### config.mk
export PLATFORM = sky130hd
export DESIGN_NAME = iai_cell
export DESIGN_NICKNAME = d
export VERILOG_FILES = /design/src/sv/indexed_array_insert_remove_top_macros.svh /design/src/sv/iai_pkg.sv /design/src/sv/iai_cell.sv
export SDC_FILE = /design/constraint.sdc
export NUM_CORES = 1
export LEC_CHECK = 0
export ABC_AREA = 1
export BUFFER_PORTS_ARGS = -buffer_cell sky130_fd_sc_hd__clkbuf_2
export CAP_MARGIN = 15
export CORE_MARGIN = 3
export CORE_UTILIZATION = 52
export CTS_CLUSTER_DIAMETER = 50
export CTS_CLUSTER_SIZE = 30
export DETAILED_ROUTE_END_ITERATION = 7
export GPL_ROUTABILITY_DRIVEN = 0
export HOLD_SLACK_MARGIN = 0.12
export MAX_ROUTING_LAYER = met4
export PLACE_DENSITY = 0.88
export SETUP_SLACK_MARGIN = 0.15
export SLEW_MARGIN = 20
export SYNTH_ARGS = -nofsm -noshare
export SYNTH_HDL_FRONTEND = slang
export SYNTH_SLANG_ARGS = --single-unit
### constraint.sdc
create_clock -name clk -period 1.21 [get_ports clk]
set_input_delay 0 -clock clk [delete_from_list [all_inputs] [get_ports clk]]
set_output_delay 0 -clock clk [all_outputs]
set_load 0.02 [all_outputs]
### src/sv/indexed_array_insert_remove_top_macros.svh
// ----------------------------------------------------------------------------
// Assertion macros for the indexed array block
// Concurrent checks that vanish when SYNTHESIS is defined.
// ----------------------------------------------------------------------------
`ifndef INDEXED_ARRAY_INSERT_REMOVE_TOP_MACROS_SVH
`define INDEXED_ARRAY_INSERT_REMOVE_TOP_MACROS_SVH

`ifndef SYNTHESIS
`define IAI_ASSERT_SAME(label, clk, rst_n, ante, cons) \
    label: assert property (@(posedge clk) disable iff (!rst_n) (ante) |-> (cons)) \
        else $error("indexed array check failed");
`define IAI_ASSERT_NEXT(label, clk, rst_n, ante, cons) \
    label: assert property (@(posedge clk) disable iff (!rst_n) (ante) |=> (cons)) \
        else $error("indexed array check failed");
`else
`define IAI_ASSERT_SAME(label, clk, rst_n, ante, cons)
`define IAI_ASSERT_NEXT(label, clk, rst_n, ante, cons)
`endif

`endif

### src/sv/iai_pkg.sv
// ----------------------------------------------------------------------------
// Indexed array package
// Request kinds, status codes and the command broadcast to the cell row.
// ----------------------------------------------------------------------------
package iai_pkg;

    typedef enum logic [2:0] {
        KIND_WRITE  = 3'd0,
        KIND_INSERT = 3'd1,
        KIND_READ   = 3'd2,
        KIND_REMOVE = 3'd3,
        KIND_TRUNC  = 3'd4
    } kind_t;

    typedef enum logic [1:0] {
        STATUS_OK   = 2'd0,
        STATUS_BAD  = 2'd1,
        STATUS_FULL = 2'd2
    } status_t;

    typedef enum logic [1:0] {
        CELL_HOLD   = 2'd0,
        CELL_WRITE  = 2'd1,
        CELL_INSERT = 2'd2,
        CELL_REMOVE = 2'd3
    } cell_op_t;

    // Command seen by every cell in the row in the same cycle.
    typedef struct packed {
        cell_op_t    op;
        logic [15:0] pos;
        logic [15:0] fill;
    } cell_cmd_t;

endpackage

### src/sv/iai_cell.sv
// ----------------------------------------------------------------------------
// Indexed array cell
// Holds one element and loads it from the request or from a neighbor.
// ----------------------------------------------------------------------------
module iai_cell #(
    parameter int DATA_W = 32
) (
    input  logic                 clk,
    input  logic                 rst_n,
    input  logic [15:0]          idx,
    input  iai_pkg::cell_cmd_t   cmd,
    input  logic [DATA_W-1:0]    new_data,
    input  logic [DATA_W-1:0]    lower_data,
    input  logic [DATA_W-1:0]    upper_data,
    output logic [DATA_W-1:0]    data
);

    logic [DATA_W-1:0] data_reg;
    logic [DATA_W-1:0] data_next;
    logic              at_pos;
    logic              above_pos;
    logic              at_or_below_fill;
    logic              below_top;

    assign at_pos           = (idx == cmd.pos);
    assign above_pos        = (idx > cmd.pos);
    assign at_or_below_fill = (idx <= cmd.fill);
    assign below_top        = (({1'b0, idx} + 17'd1) < {1'b0, cmd.fill});

    always_comb
    begin
        data_next = data_reg;
        unique case (cmd.op)
            iai_pkg::CELL_WRITE:
            begin
                if (at_pos)
                begin
                    data_next = new_data;
                end
            end
            iai_pkg::CELL_INSERT:
            begin
                // Cells from the slot up to the old count move up by one.
                if (at_pos)
                begin
                    data_next = new_data;
                end
                else if (above_pos && at_or_below_fill)
                begin
                    data_next = lower_data;
                end
            end
            iai_pkg::CELL_REMOVE:
            begin
                // The old top entry keeps its stale value.
                if ((at_pos || above_pos) && below_top)
                begin
                    data_next = upper_data;
                end
            end
            default:
            begin
                data_next = data_reg;
            end
        endcase
    end

    always_ff @(posedge clk or negedge rst_n)
    begin
        if (!rst_n)
        begin
            data_reg <= '0;
        end
        else
        begin
            data_reg <= data_next;
        end
    end

    assign data = data_reg;

endmodule

==> results of run 1 <==
[cells in the mapped netlist (3+ instances only)]
master and count:
ha_1 52, inv_1 89, nand4_1 7, o211ai_1 32, o21ai_0 7, nand3_1 69
nand3_2 3, xor2_1 11, a21oi_1 23, dfrtp_1 32, buf_6 6, nand2_1 214
buf_2 4, nor2_1 19, clkbuf_1 15
[cell type report]
class / count / area [um^2]
flip-flops and latches: 32 / 801
repair buffers: 292 / 2020
clock buffers: 7 / 96.3
inverters: 89 / 334
clock inverters: 1 / 30.0
fillers: 341 / 800
well taps: 96 / 120
multi-input cells: 453 / 2790
[what timing repair did]
item,4_1_cts,5_1_grt
gates resized for setup,27,29
pin swaps,5,7
setup buffers,3,1
gates cloned,1,2
hold buffers,49,0
hold endpoints to repair,62,0
setup endpoints to repair,32,32
[routing by layer]
metal / wire length (um) / up-vias
met1: 5650 / 2486
met2: 8320 / 404
li1: - / 2484
met3: 1290 / 130
met4: 1220 / 0
met5: 0 / -
[placed cells by master, fill, tap and decap left out, types with 5 or more instances in the layout]
master / count
a21oi_1: 20
dlygate4sd3_1: 49
nor2_1: 16
nand3_1: 63
nand2_2: 12
xor2_1: 11
ha_1: 50
nand4_1: 7
buf_4: 53
clkbuf_8: 9
nand3_2: 6
buf_6: 5
nand2_4: 6
nand2_1: 198
clkbuf_2: 176
inv_1: 87
o21ai_0: 5
dfrtp_1: 32
o211ai_1: 32
[path summary, 6_finish.rpt]
check                        startpoint  slack (ns)  cells past startpoint       end
hold / removal             new_data[26]        0.13                      5  data[26]
min in group asynchronous         rst_n        0.34                      2  data[11]
setup reg to reg               data[21]        0.48                      2  data[21]
hold reg to reg                 data[8]        0.48                      2   data[8]
max in group asynchronous         rst_n        0.36                      2  data[28]
setup / recovery                 idx[1]       -0.97                     18  data[25]
[cell families (layout without fill, tap and decap cells)]
| logic type | count (synthesis) | in the layout | synth area share [%] |
|---|---|---|---|
| buf+inv | 116 | 389 | 12.6 |
| xor+xnor | 12 | 12 | 2.72 |
| fa+ha+maj | 52 | 52 | 16.8 |
| flops | 32 | 32 | 20.7 |
| compound gates | 67 | 67 | 11.1 |
| simple gates | 322 | 322 | 36.1 |
[critical path: stages]
cell       delay (ns)
clkbuf_16        0.12
ha_4             0.14
nand3_4          0.08
nor3_4           0.18
nand2_1          0.11
nor2_2           0.13
xor2_1           0.21
ha_1             0.29
a21oi_2          0.15
o21ai_2          0.08
nand4_1          0.08
nand2_1          0.07
nand3b_4         0.18
nand2_8          0.14
nand2_8          0.08
clkbuf_16        0.18
nand2_1          0.07
nand2_1          0.05
[per-stage QoR]
step	worst slack [ns]	hold slack (ns)	utilization (%)	instances	TNS (ns)
after floorplan	-0.853	-0.296	-	601	-27.05
after global placement	-1.19	0.0921	74.8	906	-37.99
after detailed placement	-1.31	0.114	74.8	906	-41.08
after CTS	-0.860	0.120	86.3	967	-26.58
after global routing	-1.05	0.141	88.5	970	-32.72
final	-0.967	0.132	88.5	970	-30.02
[power breakdown]
| part | switching [mW] | total [mW] | leakage (nW) | internal [mW] |
|---|---|---|---|---|
| Sequential | 0.246 | 1.61 | 0.400 | 1.37 |
| Combinational | 1.67 | 2.88 | 3.22 | 1.21 |
| Clock | 0.400 | 1.13 | 0.0645 | 0.727 |
==> results.toml, run 1 <==
[status]
status = "finished with violations"
violations = "negative setup slack"

[power_and_ir_drop]
ir_worst_vdd_uv = 582
leakagePower_nw = 3.69
powerDensity_mw_per_mm2 = 910
p_total_mw = 5.62

[synthesis]
synth_top_area_cell = "nand2_1"
synth.top_cell.area_share_pct = 20.8
yosys_warnings = 0
synth_cells = 601
synth.area.top_cells = "nand2_1 (21%), dfrtp_1 (21%), ha_1 (17%)"
yosysUniqueCellTypes = 29
synthFlopType = "dfrtp_1"
syn_nets = 801
async_reset_ff_share_pct = 100
synth_edf_count = 0
syn_area_per_cell_um2 = 6.43
ys_ff_latch = 32
syn_area_mm2 = 0.00386
yosysSeqAreaShare_pct = 20.7

[die]
start_util_pct = 55.3
design.core.area_mm2 = 0.00698
rows = 30
die_h_um = 92.2
dieWidth_um = 92.2
dieArea_mm2 = 0.00850
ios = 180

[clocking]
clk_latency_ns = 0.27
clock_sinks = 32
cts_tree = "done"
cts-root-buf = "clkbuf_8"
cts_buffers = 5
htreeDepth = 2
cts_buffer_depth = 2
path_clk_slew_ns = 0.07

[sta]
slew_headroom_pct = 47.0
setup_viol_count_final = 32
worst_pin_slew_ns = 0.795
finalMaxSlewViolations = 0
period_minus_slack_ns = 2.18
finalCritPeriodShare_pct = 180
hold_viol = 0
rsz0062_at_grt = "yes"
finClkSkew_ns = 0
fmax_ghz = 0.459
fin_ws_ns = -0.967

[worst_setup_path]
start_kind = "primary input"
crit_arrival_ns = 2.35
critPathMaxFanout = 13
cp.required_ns = 1.38
critPathKind = "primary input to flop"
end_kind = "flop"

[hold_path]
hold_class = "primary input to flop"

[cells_and_area]
synthToLayoutAreaGrowth_pct = 60.1
largest_reg_flops = 32
nets = 1073
post-route-cell-area_mm2 = 0.00618
diodes = 0
drive_above_1_share_pct = 34.1

[routing]
drt_iter0_drc = 348
antenna_left = 0
drc_errors = 0
first_pass_iters = 7
wl_mm = 16.5
viasPerCell = 5.67
wl_per_cell_um = 17.0
vias = 5504

[placement]
post_dp_cell_area_mm2 = 0.00522
dp_hpwl_mm = 10.2
port_buffers = 179

[global_routing]
grt_max_degree = 41
gr-usage-met2_pct = 68.6
grt_remaining_overflow = 0
grt.busiest_layer = "met2"
grt_use_met1_pct = 36.8
antenna_found_initial = 0
grt_pass1_wl_mm = 25.1
grt_pass1_vias = 5693
met3_usage_pct = 6.23
grtUsageTotal_pct = 37.5

[job]
maxCapViolations = 0
Power figures use the tool's default switching activity.
==> run 2, diff against run 1 <==
--- a/config.mk
+++ b/config.mk
@@ -16,7 +16,7 @@
 export GPL_ROUTABILITY_DRIVEN = 0
 export HOLD_SLACK_MARGIN = 0.12
 export MAX_ROUTING_LAYER = met4
-export PLACE_DENSITY = 0.88
+export PLACE_DENSITY = 0.95
 export SETUP_SLACK_MARGIN = 0.15
 export SLEW_MARGIN = 20
 export SYNTH_ARGS = -nofsm -noshare
==> run 2 against run 1 <==
  * The flow still finishes with violations (negative setup slack)
  * Critical path depth up 1
  * Clock skew is the same
  * Fmax shrank 9.1%
  * Die area is the same
  * Final cell count is 0.41% higher
  * Critical path type unchanged
==> results.toml, run 2 (same netlist as run 1, synthesis figures left out) <==
[power_and_ir_drop]
leakagePower_nw = 3.73
powerDensity_mw_per_mm2 = 925
ir_worst_vdd_uv = 555
p_total_mw = 5.92

[worst_setup_path]
critPathKind = "primary input to flop"
crit_arrival_ns = 2.58
timing.rr.end = "data[15]"
end_kind = "flop"
crit_slowest_cell = "ha_4"
rr_startpoint = "data[15]"
max_stage_delay_ns = 0.30
r2r_cells = 2
start_kind = "primary input"
r2r_slack_ns = 0.51
critPathMaxFanout = 8
cp.required_ns = 1.40
cp_cell_sequence = "clkbuf_16 > ha_4 > nand3_4 > nor3_4 > buf_6 > nand2_2 > xor2_1 > inv_1 > ha_4 > nand2_2 > o21ai_2 > nand4_1 > nand2_1 > nand3b_4 > nand2_8 > buf_12 > buf_16 > nand3_1 > nand2_1"

[sta]
worst_pin_slew_ns = 0.814
rsz0062_at_grt = "yes"
whs_ns = 0.114
hold_viol = 0
finalMaxSlewViolations = 0
finalCritPeriodShare_pct = 198
setup_viol_count_final = 32
slew_headroom_pct = 45.7
finClkSkew_ns = 0
fin_ws_ns = -1.18
fmax_ghz = 0.418
period_minus_slack_ns = 2.39

[status]
violations = "negative setup slack"
status = "finished with violations"

[placement]
post_dp_cell_area_mm2 = 0.00519
dp_hpwl_mm = 10.3
port_buffers = 179

[routing]
viasPerCell = 6.26
first_pass_iters = 5
drc_errors = 0
wl_per_cell_um = 21.3
wl_mm = 20.7
antenna_left = 0
drt_iter0_drc = 570
vias = 6094

[cells_and_area]
nets = 1077
layout_commonest_cell = "nand2_1"
final_cell_mix = "nand2_1 (186), clkbuf_2 (174), inv_1 (87)"
nFillCells = 275
diodes = 0
drive_above_1_share_pct = 39.1
synthToLayoutAreaGrowth_pct = 65.6
utilization_pct = 91.6
post-route-cell-area_mm2 = 0.00640
largest_reg_flops = 32

[clocking]
cts-root-buf = "clkbuf_8"
clock_sinks = 32
cts_buffers = 5
cts_tree = "done"
cts_buffer_depth = 2
htreeDepth = 2
path_clk_slew_ns = 0.08
clk_latency_ns = 0.29

[hold_path]
hold_class = "primary input to flop"
min_from = "upper_data[9]"
holdPathEnd = "data[9]"
hold_depth = 5

[global_routing]
grt_pass1_wl_mm = 26.0
grt_remaining_overflow = 0
grtUsageTotal_pct = 38.9
grt_max_degree = 41
antenna_found_initial = 0
grt_pass1_vias = 5795

[die]
die_h_um = 92.2
design.core.area_mm2 = 0.00698
dieWidth_um = 92.2
start_util_pct = 55.3
rows = 30
ios = 180
dieArea_mm2 = 0.00850

[job]
maxCapViolations = 0
[run 2: cell count changes in the layout (fill, tap and decap cells not counted), moves of 4 or more]
cell	change
buf_6	+4
nand3_1	-17
nand3_2	+17
nand2_2	+14
buf_4	+7
dlygate4sd3_1	-9
nand2_1	-12
[run 2: through the flow]
stage	std cells	worst slack [ns]	TNS (ns)
after global placement	905	-1.18	-37.80
after CTS	969	-0.900	-28.39
after global routing	974	-1.42	-43.31
after detailed placement	905	-1.41	-43.33
after floorplan	601	-0.853	-27.05
final	974	-1.18	-36.16
[run 2: per-layer routing]
metal	wire length [um]	GRT usage [%]
met1	6030	36.8
met2	9720	71.0
met5	0	-
met3	2530	8.86
met4	2470	24.1
[run 2: area by class of cell]
| class | count | area (um^2) | area share (%) |
|---|---|---|---|
| Inverter | 89 | 337 | 5.26 |
| Tap cell | 96 | 120 | 1.88 |
| Clock buffer | 6 | 72.6 | 1.13 |
| Clock inverter | 2 | 35.0 | 0.548 |
| Timing Repair Buffer | 293 | 2040 | 31.8 |
| Multi-Input combinational cell | 456 | 3000 | 46.8 |
| Sequential cell | 32 | 801 | 12.5 |
[run 2: critical path, delay by kind of cell]
family                     cells  cell delay (ns)
and+or+nand+nor               10             1.08
buffers and inverters          5             0.68
adders and majority gates      2             0.44
xor gates and xnor gates       1             0.26
AOI/OAI and AO/OA              1             0.13
[run 2: worst max path at each step]
stage                     cells after the start   start  endpoint
after floorplan                              17  idx[1]   data[0]
after global placement                       17  idx[1]  data[24]
after detailed placement                     17  idx[1]  data[14]
after CTS                                    19  idx[1]  data[15]
after global routing                         19  idx[2]  data[25]
final                                        19  idx[1]  data[25]
[run 2: power by group]
group	internal, mW	switching [mW]
clock network	0.611	0.431
logic	1.29	1.95
registers	1.37	0.262
[run 2: what timing repair did]
action,CTS,global route
gates cloned,5,1
setup buffers,11,4
hold buffers,40,0
endpoints found under the hold margin,58,0
gates resized for setup,34,69
pin swaps,16,30
endpoints found under the setup margin,32,32
